$ cat config.mk
export PLATFORM = sky130hd
export DESIGN_NAME = length_prefixed_packet_deframer_core
export DESIGN_NICKNAME = d
export VERILOG_FILES = /design/src/rtl/core/lppd_pkg.sv /design/src/rtl/core/length_prefixed_packet_deframer_core.sv
export SDC_FILE = /design/constraint.sdc
export NUM_CORES = 1
export LEC_CHECK = 0
export ABC_AREA = 1
export BUFFER_PORTS_ARGS = -buffer_cell sky130_fd_sc_hd__buf_2
export CAP_MARGIN = 25
export CORE_MARGIN = 1
export CORE_UTILIZATION = 50
export CTS_CLUSTER_SIZE = 20
export DETAILED_ROUTE_END_ITERATION = 8
export PLACE_DENSITY = 0.73
export SLEW_MARGIN = 20
export SYNTH_ARGS = -nofsm -noshare
export SYNTH_HDL_FRONTEND = slang
export SYNTH_SLANG_ARGS = --single-unit
$ cat constraint.sdc
create_clock -name clk -period 9.7 [get_ports clk]
set_input_delay 0.485 -clock clk [delete_from_list [all_inputs] [get_ports clk]]
set_output_delay 0.485 -clock clk [all_outputs]
set_load 0.05 [all_outputs]
$ cat src/rtl/core/lppd_pkg.sv
package lppd_pkg;

	localparam int unsigned ByteW   = 8;
	localparam int unsigned FieldW  = 16;
	localparam int unsigned StatusW = 2;

	localparam logic [FieldW-1:0] MaxPayloadReset = 16'd4092;

	typedef enum logic [StatusW-1:0] {
		ST_PAYLOAD  = 2'd0,
		ST_EMPTY    = 2'd1,
		ST_OVERSIZE = 2'd2
	} status_t;

	typedef struct packed {
		status_t             status;
		logic [ByteW-1:0]    payload_byte;
		logic [FieldW-1:0]   packet_type;
		logic [FieldW-1:0]   packet_size;
		logic                last;
	} result_t;

endpackage

$ cat src/rtl/core/length_prefixed_packet_deframer_core.sv
// length-prefixed packet deframer
//
// in channel: one stream byte per request (in_byte), taken at a clock edge with
// in_valid high and in_stall low. each packet is a 4-byte header (16-bit size,
// then 16-bit type, both little-endian) followed by size payload bytes.
// out channel: one result per payload byte (status payload), one empty-packet
// result for a zero-size header, or one oversize result when the size exceeds
// max_payload, after which that payload is consumed silently. last marks the
// final result of a packet. a result is taken when out_valid is high and
// out_stall is low.
// each result is registered and reaches the outputs through the output register.
// throughput: one byte per cycle, set by the single registered update of the
// header/payload state; the output register plus a one-entry skid register
// keep in_stall a registered signal, so input is held off only once both are
// full under a stalled receiver.
// max_payload is written through max_payload_we / max_payload_wdata and is
// compared when a header completes.
// reset (arst_n low) returns to awaiting a header, empties the output and skid
// registers and loads max_payload with 4092.
module length_prefixed_packet_deframer_core (
	input  logic                           clk,
	input  logic                           arst_n,
	input  logic                           max_payload_we,
	input  logic [lppd_pkg::FieldW-1:0]    max_payload_wdata,
	input  logic                           in_valid,
	output logic                           in_stall,
	input  logic [lppd_pkg::ByteW-1:0]     in_byte,
	output logic                           out_valid,
	input  logic                           out_stall,
	output logic [lppd_pkg::StatusW-1:0]   status,
	output logic [lppd_pkg::ByteW-1:0]     payload_byte,
	output logic [lppd_pkg::FieldW-1:0]    packet_type,
	output logic [lppd_pkg::FieldW-1:0]    packet_size,
	output logic                           last
);

	logic [lppd_pkg::FieldW-1:0] max_payload_q;
	logic [1:0]                  hdr_idx_q;
	logic                        in_payload_q;
	logic                        dropping_q;
	logic [lppd_pkg::FieldW-1:0] size_q;
	logic [lppd_pkg::FieldW-1:0] type_q;
	logic [lppd_pkg::FieldW-1:0] bytes_left_q;

	logic [1:0]                  hdr_idx_d;
	logic                        in_payload_d;
	logic                        dropping_d;
	logic [lppd_pkg::FieldW-1:0] size_d;
	logic [lppd_pkg::FieldW-1:0] type_d;
	logic [lppd_pkg::FieldW-1:0] bytes_left_d;
	logic [lppd_pkg::FieldW-1:0] bytes_left_dec;

	logic                        accept;
	logic                        res_valid;
	lppd_pkg::result_t           res;

	logic                        out_valid_q;
	lppd_pkg::result_t           out_q;
	logic                        skid_valid_q;
	lppd_pkg::result_t           skid_q;
	logic                        load_out;

	assign in_stall = skid_valid_q;
	assign accept   = in_valid & ~skid_valid_q;
	assign bytes_left_dec = bytes_left_q - 16'd1;

	always_comb begin
		hdr_idx_d        = hdr_idx_q;
		in_payload_d     = in_payload_q;
		dropping_d       = dropping_q;
		size_d           = size_q;
		type_d           = type_q;
		bytes_left_d     = bytes_left_q;
		res_valid        = 1'b0;
		res.status       = lppd_pkg::ST_PAYLOAD;
		res.payload_byte = '0;
		res.last         = 1'b0;
		if (in_payload_q) begin
			bytes_left_d = bytes_left_dec;
			if (bytes_left_dec == '0) begin
				in_payload_d = 1'b0;
				hdr_idx_d    = 2'd0;
				dropping_d   = 1'b0;
			end
			if (!dropping_q) begin
				res_valid        = 1'b1;
				res.payload_byte = in_byte;
				res.last         = (bytes_left_dec == '0);
			end
		end else begin
			case (hdr_idx_q)
				2'd0: size_d = {size_q[15:8], in_byte};
				2'd1: size_d = {in_byte, size_q[7:0]};
				2'd2: type_d = {type_q[15:8], in_byte};
				default: type_d = {in_byte, type_q[7:0]};
			endcase
			if (hdr_idx_q != 2'd3) begin
				hdr_idx_d = hdr_idx_q + 2'd1;
			end else begin
				hdr_idx_d = 2'd0;
				// header complete: size_q already holds both size bytes
				if (size_q == '0) begin
					res_valid  = 1'b1;
					res.status = lppd_pkg::ST_EMPTY;
					res.last   = 1'b1;
				end else begin
					in_payload_d = 1'b1;
					bytes_left_d = size_q;
					dropping_d   = (size_q > max_payload_q);
					if (size_q > max_payload_q) begin
						res_valid  = 1'b1;
						res.status = lppd_pkg::ST_OVERSIZE;
						res.last   = 1'b1;
					end
				end
			end
		end
		res.packet_type = type_d;
		res.packet_size = size_d;
	end

	always_ff @(posedge clk or negedge arst_n) begin
		if (!arst_n) begin
			max_payload_q <= lppd_pkg::MaxPayloadReset;
			hdr_idx_q     <= 2'd0;
			in_payload_q  <= 1'b0;
			dropping_q    <= 1'b0;
			size_q        <= '0;
			type_q        <= '0;
			bytes_left_q  <= '0;
		end else begin
			if (max_payload_we) begin
				max_payload_q <= max_payload_wdata;
			end
			if (accept) begin
				hdr_idx_q    <= hdr_idx_d;
				in_payload_q <= in_payload_d;
				dropping_q   <= dropping_d;
				size_q       <= size_d;
				type_q       <= type_d;
				bytes_left_q <= bytes_left_d;
			end
		end
	end

	// output register with one skid entry behind it
	assign load_out = ~out_valid_q | ~out_stall;

	always_ff @(posedge clk or negedge arst_n) begin
		if (!arst_n) begin
			out_valid_q  <= 1'b0;
			skid_valid_q <= 1'b0;
		end else if (load_out) begin
			if (skid_valid_q) begin
				out_valid_q  <= 1'b1;
				skid_valid_q <= 1'b0;
			end else begin
				out_valid_q <= accept & res_valid;
			end
		end else if (accept && res_valid) begin
			skid_valid_q <= 1'b1;
		end
	end

	always_ff @(posedge clk) begin
		if (load_out) begin
			out_q <= skid_valid_q ? skid_q : res;
		end else if (accept && res_valid) begin
			skid_q <= res;
		end
	end

	assign out_valid    = out_valid_q;
	assign status       = out_q.status;
	assign payload_byte = out_q.payload_byte;
	assign packet_type  = out_q.packet_type;
	assign packet_size  = out_q.packet_size;
	assign last         = out_q.last;

endmodule

# Word-level counts from Yosys, hierarchy flattened
# Index checks and enable logic that the tools add are counted.
# W data, S select, Z words.
[word_totals]
mem_count = 0
reg_bits = 156
mem_bits_rw = 0
wordCells = 80
latchBits = 0
romBits = 0
in_bits = 29
output_inout_bits = 45
[classes]
eq_ne = 6
div = 0
order_cmp = 1
n_reduce_logical = 10
n_mul = 0
addsub = 2
shift = 0
muxes = 35
bitwise = 7
[op_table]
columns = ["operator", "count"]
rows = [
  ["$mux W16", 5],
  ["$pmux W16 S2", 2],
  ["$mux W43", 1],
  ["$logic_not A16 Y1", 2],
  ["$mux W1", 18],
  ["$gt A16 B16 Y1", 1],
  ["$mux W8", 2],
  ["$sub A16 B1 Y16 const B", 1],
  ["$mux W2", 7],
  ["$ne A2 B2 Y1 const B", 3],
  ["$not A1 Y1", 4],
  ["$reduce_and A2 Y1", 2],
  ["$reduce_and A4 Y1", 1],
  ["$reduce_and A3 Y1", 1],
  ["$add A2 B1 Y2 const B", 1],
  ["$and A1 B1 Y1", 2],
  ["$eq A2 B1 Y1 const B", 1],
  ["$eq A2 B2 Y1 const B", 1],
  ["$logic_not A2 Y1", 1],
  ["$ne A2 B1 Y1 const B", 1],
  ["$reduce_bool A2 Y1", 1],
  ["$reduce_or A2 Y1", 1],
  ["$logic_and A1 B1 Y1", 1],
  ["$or A1 B1 Y1", 1],
]

# Depth between registers and ports, before layout
[logic_depth]
ltp_word = 8
ltp_mapped = 15
ltp_nobuf = 15

# Worst setup path after synthesis
# OpenSTA, ideal clock, no wires.
[synth_timing]
kind = "reg-to-reg"
start = "reg out_valid_q, in the netlist out_valid"
end = "reg skid_q[0] in the netlist's numbering (enable)"
arrival_time_ns = 3.688
path_buffers = 0
stages_incl_launch_ff = 3
path_slack_ns = 5.569
synth_period_minus_slack_ns = 4.131
required_time_ns = 9.257
setup_time_ns = 0.443
cell_sequence = "dfrtp_1 nand2_1 nor2_1"
[synth_via]
elab_chain_len = 4
[synth_lines]
columns = ["item", "line_no", "text"]
rows = [
  ["start, declared", "length_prefixed_packet_deframer_core.sv:57", "logic out_valid_q;"],
  ["start signal, assigned", "length_prefixed_packet_deframer_core.sv:158", "out_valid_q <= accept & res_valid;"],
  ["$not A1 Y1", "length_prefixed_packet_deframer_core.sv:147", "assign load_out = ~out_valid_q | ~out_stall;"],
  ["$or A1 B1 Y1", "length_prefixed_packet_deframer_core.sv:147", ""],
  ["named net load_out", "length_prefixed_packet_deframer_core.sv:61", "logic load_out;"],
  ["$not A1 Y1 (no line)", "n/a", ""],
  ["$reduce_and A2 Y1 (no line)", "n/a", ""],
  ["end signal, assigned", "length_prefixed_packet_deframer_core.sv:169", "skid_q <= res;"],
  ["end, declared", "length_prefixed_packet_deframer_core.sv:60", "lppd_pkg::result_t skid_q;"],
]
# The timed path passes the listed nets, and every way through them passes these cells.
# A chain may end at the register's enable or synchronous reset.

# Final worst setup path
[layout_timing]
start = "reg in_payload_q"
end = "reg skid_q[30] in the netlist's numbering (enable)"
[layout_via]
elab_chain_len = 3
[layout_lines]
columns = ["item", "line_no", "text"]
rows = [
  ["start, declared", "length_prefixed_packet_deframer_core.sv:39", "logic in_payload_q;"],
  ["start signal, assigned", "length_prefixed_packet_deframer_core.sv:137", "in_payload_q <= in_payload_d;"],
  ["$mux W1", "length_prefixed_packet_deframer_core.sv:78", "if (in_payload_q) begin"],
  ["$logic_and A1 B1 Y1", "length_prefixed_packet_deframer_core.sv:168", "end else if (accept && res_valid) begin"],
  ["$reduce_and A2 Y1 (no line)", "n/a", ""],
]
# No other way between the ends.

==> results.md <==
* Detail Route Antenna Nets at 0
* Worst setup path category: reg -> reg
* # IOs at 74
* Number of post-CTS setup repair buffers at 0
* Hold Fails Final Rpt at 0
* Number of enable flip-flop cells after synthesis at 86
* Clock Pin Slew Worst Setup and Hold Paths at 0.06 ns
* Final Max Tran Viols at 0
* First-pass GRT wire length at 26400 µm
* Maximum vdd drop at 0.151 mV
* FF/Latch Area at 4350 µm²
* Wirelength per Cell at between 15 and 20 µm
* Top cells by area, synth: edfxtp_1 35%, dfrtp_1 21%, nand2_1 14%
* Layout Area Growth over Synthesis at 15.0%
* Main synth FF type: edfxtp_1
* Worst setup SP type: flip-flop
* Arr. time, crit path at 2.87 ns
* Status: finished, final reports clean
* Fin crit share at roughly 28%
* 1st-iter DRT viols at 537
* Min Hold Slack at 0.252 ns
* Rows at 43
* CTS tree: yes
* CTS resizes at 0
* Vias per cell at 5.27
* Port buffer count at 73
* Synth top cells by count: 270 x nand2_1, 91 x inv_1, 86 x edfxtp_1
* Mean area per synthesized cell at 9.15 µm²
* Setup Skew at about 0.011 ns
* Worst path required time at 9.82 ns
* Net Sw Frac at 44.3%
* Synthesized Nets at 851
* Yosys synthesis warning count at 0
* Most common cell on crit path: nand2_1
* Final nets at 921
* Die area at about 15000 µm²
* Share of cells above drive strength 1 at 16.1%
* Ys async rst share at 44.9%
* Largest net degree at the start of global routing at around 70
* Top cell type's share of synthesized area at 35.3%
* Worst min path class: in -> async
* Unrepaired setup endpoints after global routing: no
* DR DRC count at 0
* Clk root buf: clkbuf_16
* TNS Setup at 0 ns
* Top-count cell post-synth: nand2_1
* Dominant cell type by area after synthesis: edfxtp_1
* H-tree depth at 4
* Via Count at 5602
* Gp weighted congestion at 0.859
* Die X-Extent at 123 µm
* Sequential Power Share at 37.0%
* Die Span Y at 123 µm
* Logic pwr share at between 40 and 50%
* Clock share of power at 21.5%
* Initial DRT Pass Iterations at 5
* Num CTS Buffers at 17
* Post-CTS Hold Fix Bufs at 0
* Family with the most delay on the worst path: simple AND/OR/NAND/NOR gates
* Crit path max fanout at 34
* Endpoints failing setup at 0
* Cell count after synthesis at 800
* Core ar. at between 10000 and 15000 µm²
* Worst R2R Setup Slack at 6.96 ns
* Sequential area share after synthesis at 59.4%
* Starting Density at 51.9%
* Multi-input gate area at roughly 2500 µm²
* Clock latency on the worst-skew pair at 0.43 ns
* Pwr/cell area at 351 nW/µm²
* Critical path's largest stage delay at 0.72 ns
* Relative slew slack at 38.2%
* Cell variety after synth at 33
* Total Wirelength at 16300 µm
* Critical Path End Type: flip-flop
* Post-synthesis cell area at 7320 µm²
* # diodes at 0
* Yosys reg bits at 156
* Slowest CP cell: dfrtp_1
* # fillers at 1163
* Min Tclk post-route at 2.74 ns
* CP bufs+invs at 4
* Worst-Margin Slew at 0.926 ns
* Num Clock Sinks at 156
* # Max-Cap Violations at 0
* GRT Total Usage at 23.6%
* Total congestion overflow at 0
* Cells along the critical path: inv_2 -> nor2_1 -> inv_2 -> nand2_1 -> inv_1 -> nand2_1 -> nand2_1 -> nor2_4 -> buf_12
* Placed wire-length estimate at 11500 µm
* LEAKAGE at 0.00395 µW
* Internal power at about 1600 µW
* Initial antenna violation count at 0
* Vias in the first global route at 5174
* Peak Freq at 365 MHz
* Net Switching at 1310 µW
* Clk buf depth at 2
-- placed cells by master (no fill, tap or decap) --
cell        synthesis  routed
dfrtp_1            60      60
nand2_1           270     269
inv_2               5       5
nor3_2              1       1
buf_4               1       4
inv_1              91      91
nor3_1              1       1
bufinv_16           0       1
clkbuf_1           13       1
clkbuf_16           0      17
mux2_2              1       1
o21ai_1             7       7
nor2_2              6       6
inv_6               0       5
clkinv_1            1       2
and2_1              1       1
nor4_1              4       4
clkinvlp_4          0       2
o21ai_0            69      69
clkinv_4            0       3
o22ai_1            34      34
buf_2               8      73
clkinv_2            0       1
nand2_2             6       7
nand4_1             2       2
edfxtp_1           86      86
buf_12              0       1
ha_1               22      22
o211ai_1            4       4
nand3b_1            1       1
nand3_1            17      17
nor2_4              2       3
nor2_1             49      48
a21oi_1            17      17
o21a_1              2       2
a22oi_1             2       2
inv_8               0       1
xor2_1              1       1
o31ai_2             1       1
dfstp_2            10      10
-- power groups by stage --
stage | clock network [µW] | logic, µW | registers (µW)
global placement | 0 | 1190 | 1090
detailed placement | 0 | 1210 | 1100
CTS | 644 | 1220 | 1090
finish | 635 | 1230 | 1090
floorplan | 0 | 649 | 1350
global route | 670 | 1370 | 1120
-- metal layers --
metal | track usage [%] | vias up | wire (µm)
met5 | 0 | - | 0
met4 | 9.71 | 0 | 368
met3 | 4.43 | 33 | 878
met2 | 35.8 | 168 | 7460
met1 | 33.3 | 2629 | 7560
li1 | - | 2772 | -
-- sequential cells by signal (all words and copies together) (netlist names), 2 cells and up --
signal         cells
bytes_left_q      16
hdr_idx_q          2
max_payload_q     16
packet_size       16
packet_type       16
payload_byte       8
size_q            16
skid_q            43
status             2
type_q            16
-- final cells by class --
class	count	area share, %
Tap cell	180	2.68
Clock inverter	14	1.61
Multi-Input combinational cell	520	29.7
Clock buffer	18	5.10
Timing Repair Buffer	78	4.93
Sequential cell	156	51.6
Inverter	97	4.33
-- cells by family (layout without fill, tap and decap cells) --
| group | Yosys count | count (layout) | share of synthesized area [%] |
|---|---|---|---|
| multiplexers | 1 | 1 | 0.154 |
| AO/OA/AOI/OAI | 136 | 136 | 10.3 |
| AND/OR/NAND/NOR | 360 | 360 | 19.8 |
| XOR/XNOR | 1 | 1 | 0.120 |
| buffers and inverters | 124 | 207 | 6.55 |
| flip-flops | 156 | 156 | 59.4 |
| adder cells (fa/ha/maj) | 22 | 22 | 3.76 |
-- path summary, 6_finish.rpt --
path                                 startpoint                end  depth (start not counted)
setup / recovery                   in_payload_q         skid_q[30]                          9
max in group asynchronous                arst_n  max_payload_q[15]                          2
hold / removal                           arst_n    bytes_left_q[3]                          2
min in group clk           max_payload_wdata[5]   max_payload_q[5]                          3
hold reg to reg                      dropping_q         dropping_q                          2
setup reg to reg                   in_payload_q         skid_q[30]                          9
-- stage by stage --
stage	worst slack [ns]	power, µW	instance area (µm²)	instances	utilization (%)
CTS	6.99	2960	8420	1063	59.7
global route	6.74	3160	8420	1063	59.7
finish	6.96	2950	8420	1063	59.7
global placement	6.72	2280	7830	1030	55.6
detailed placement	7.01	2320	7850	1031	55.7
floorplan	5.57	2000	7320	800	-
No activity file was read; power rests on OpenSTA's default activity.
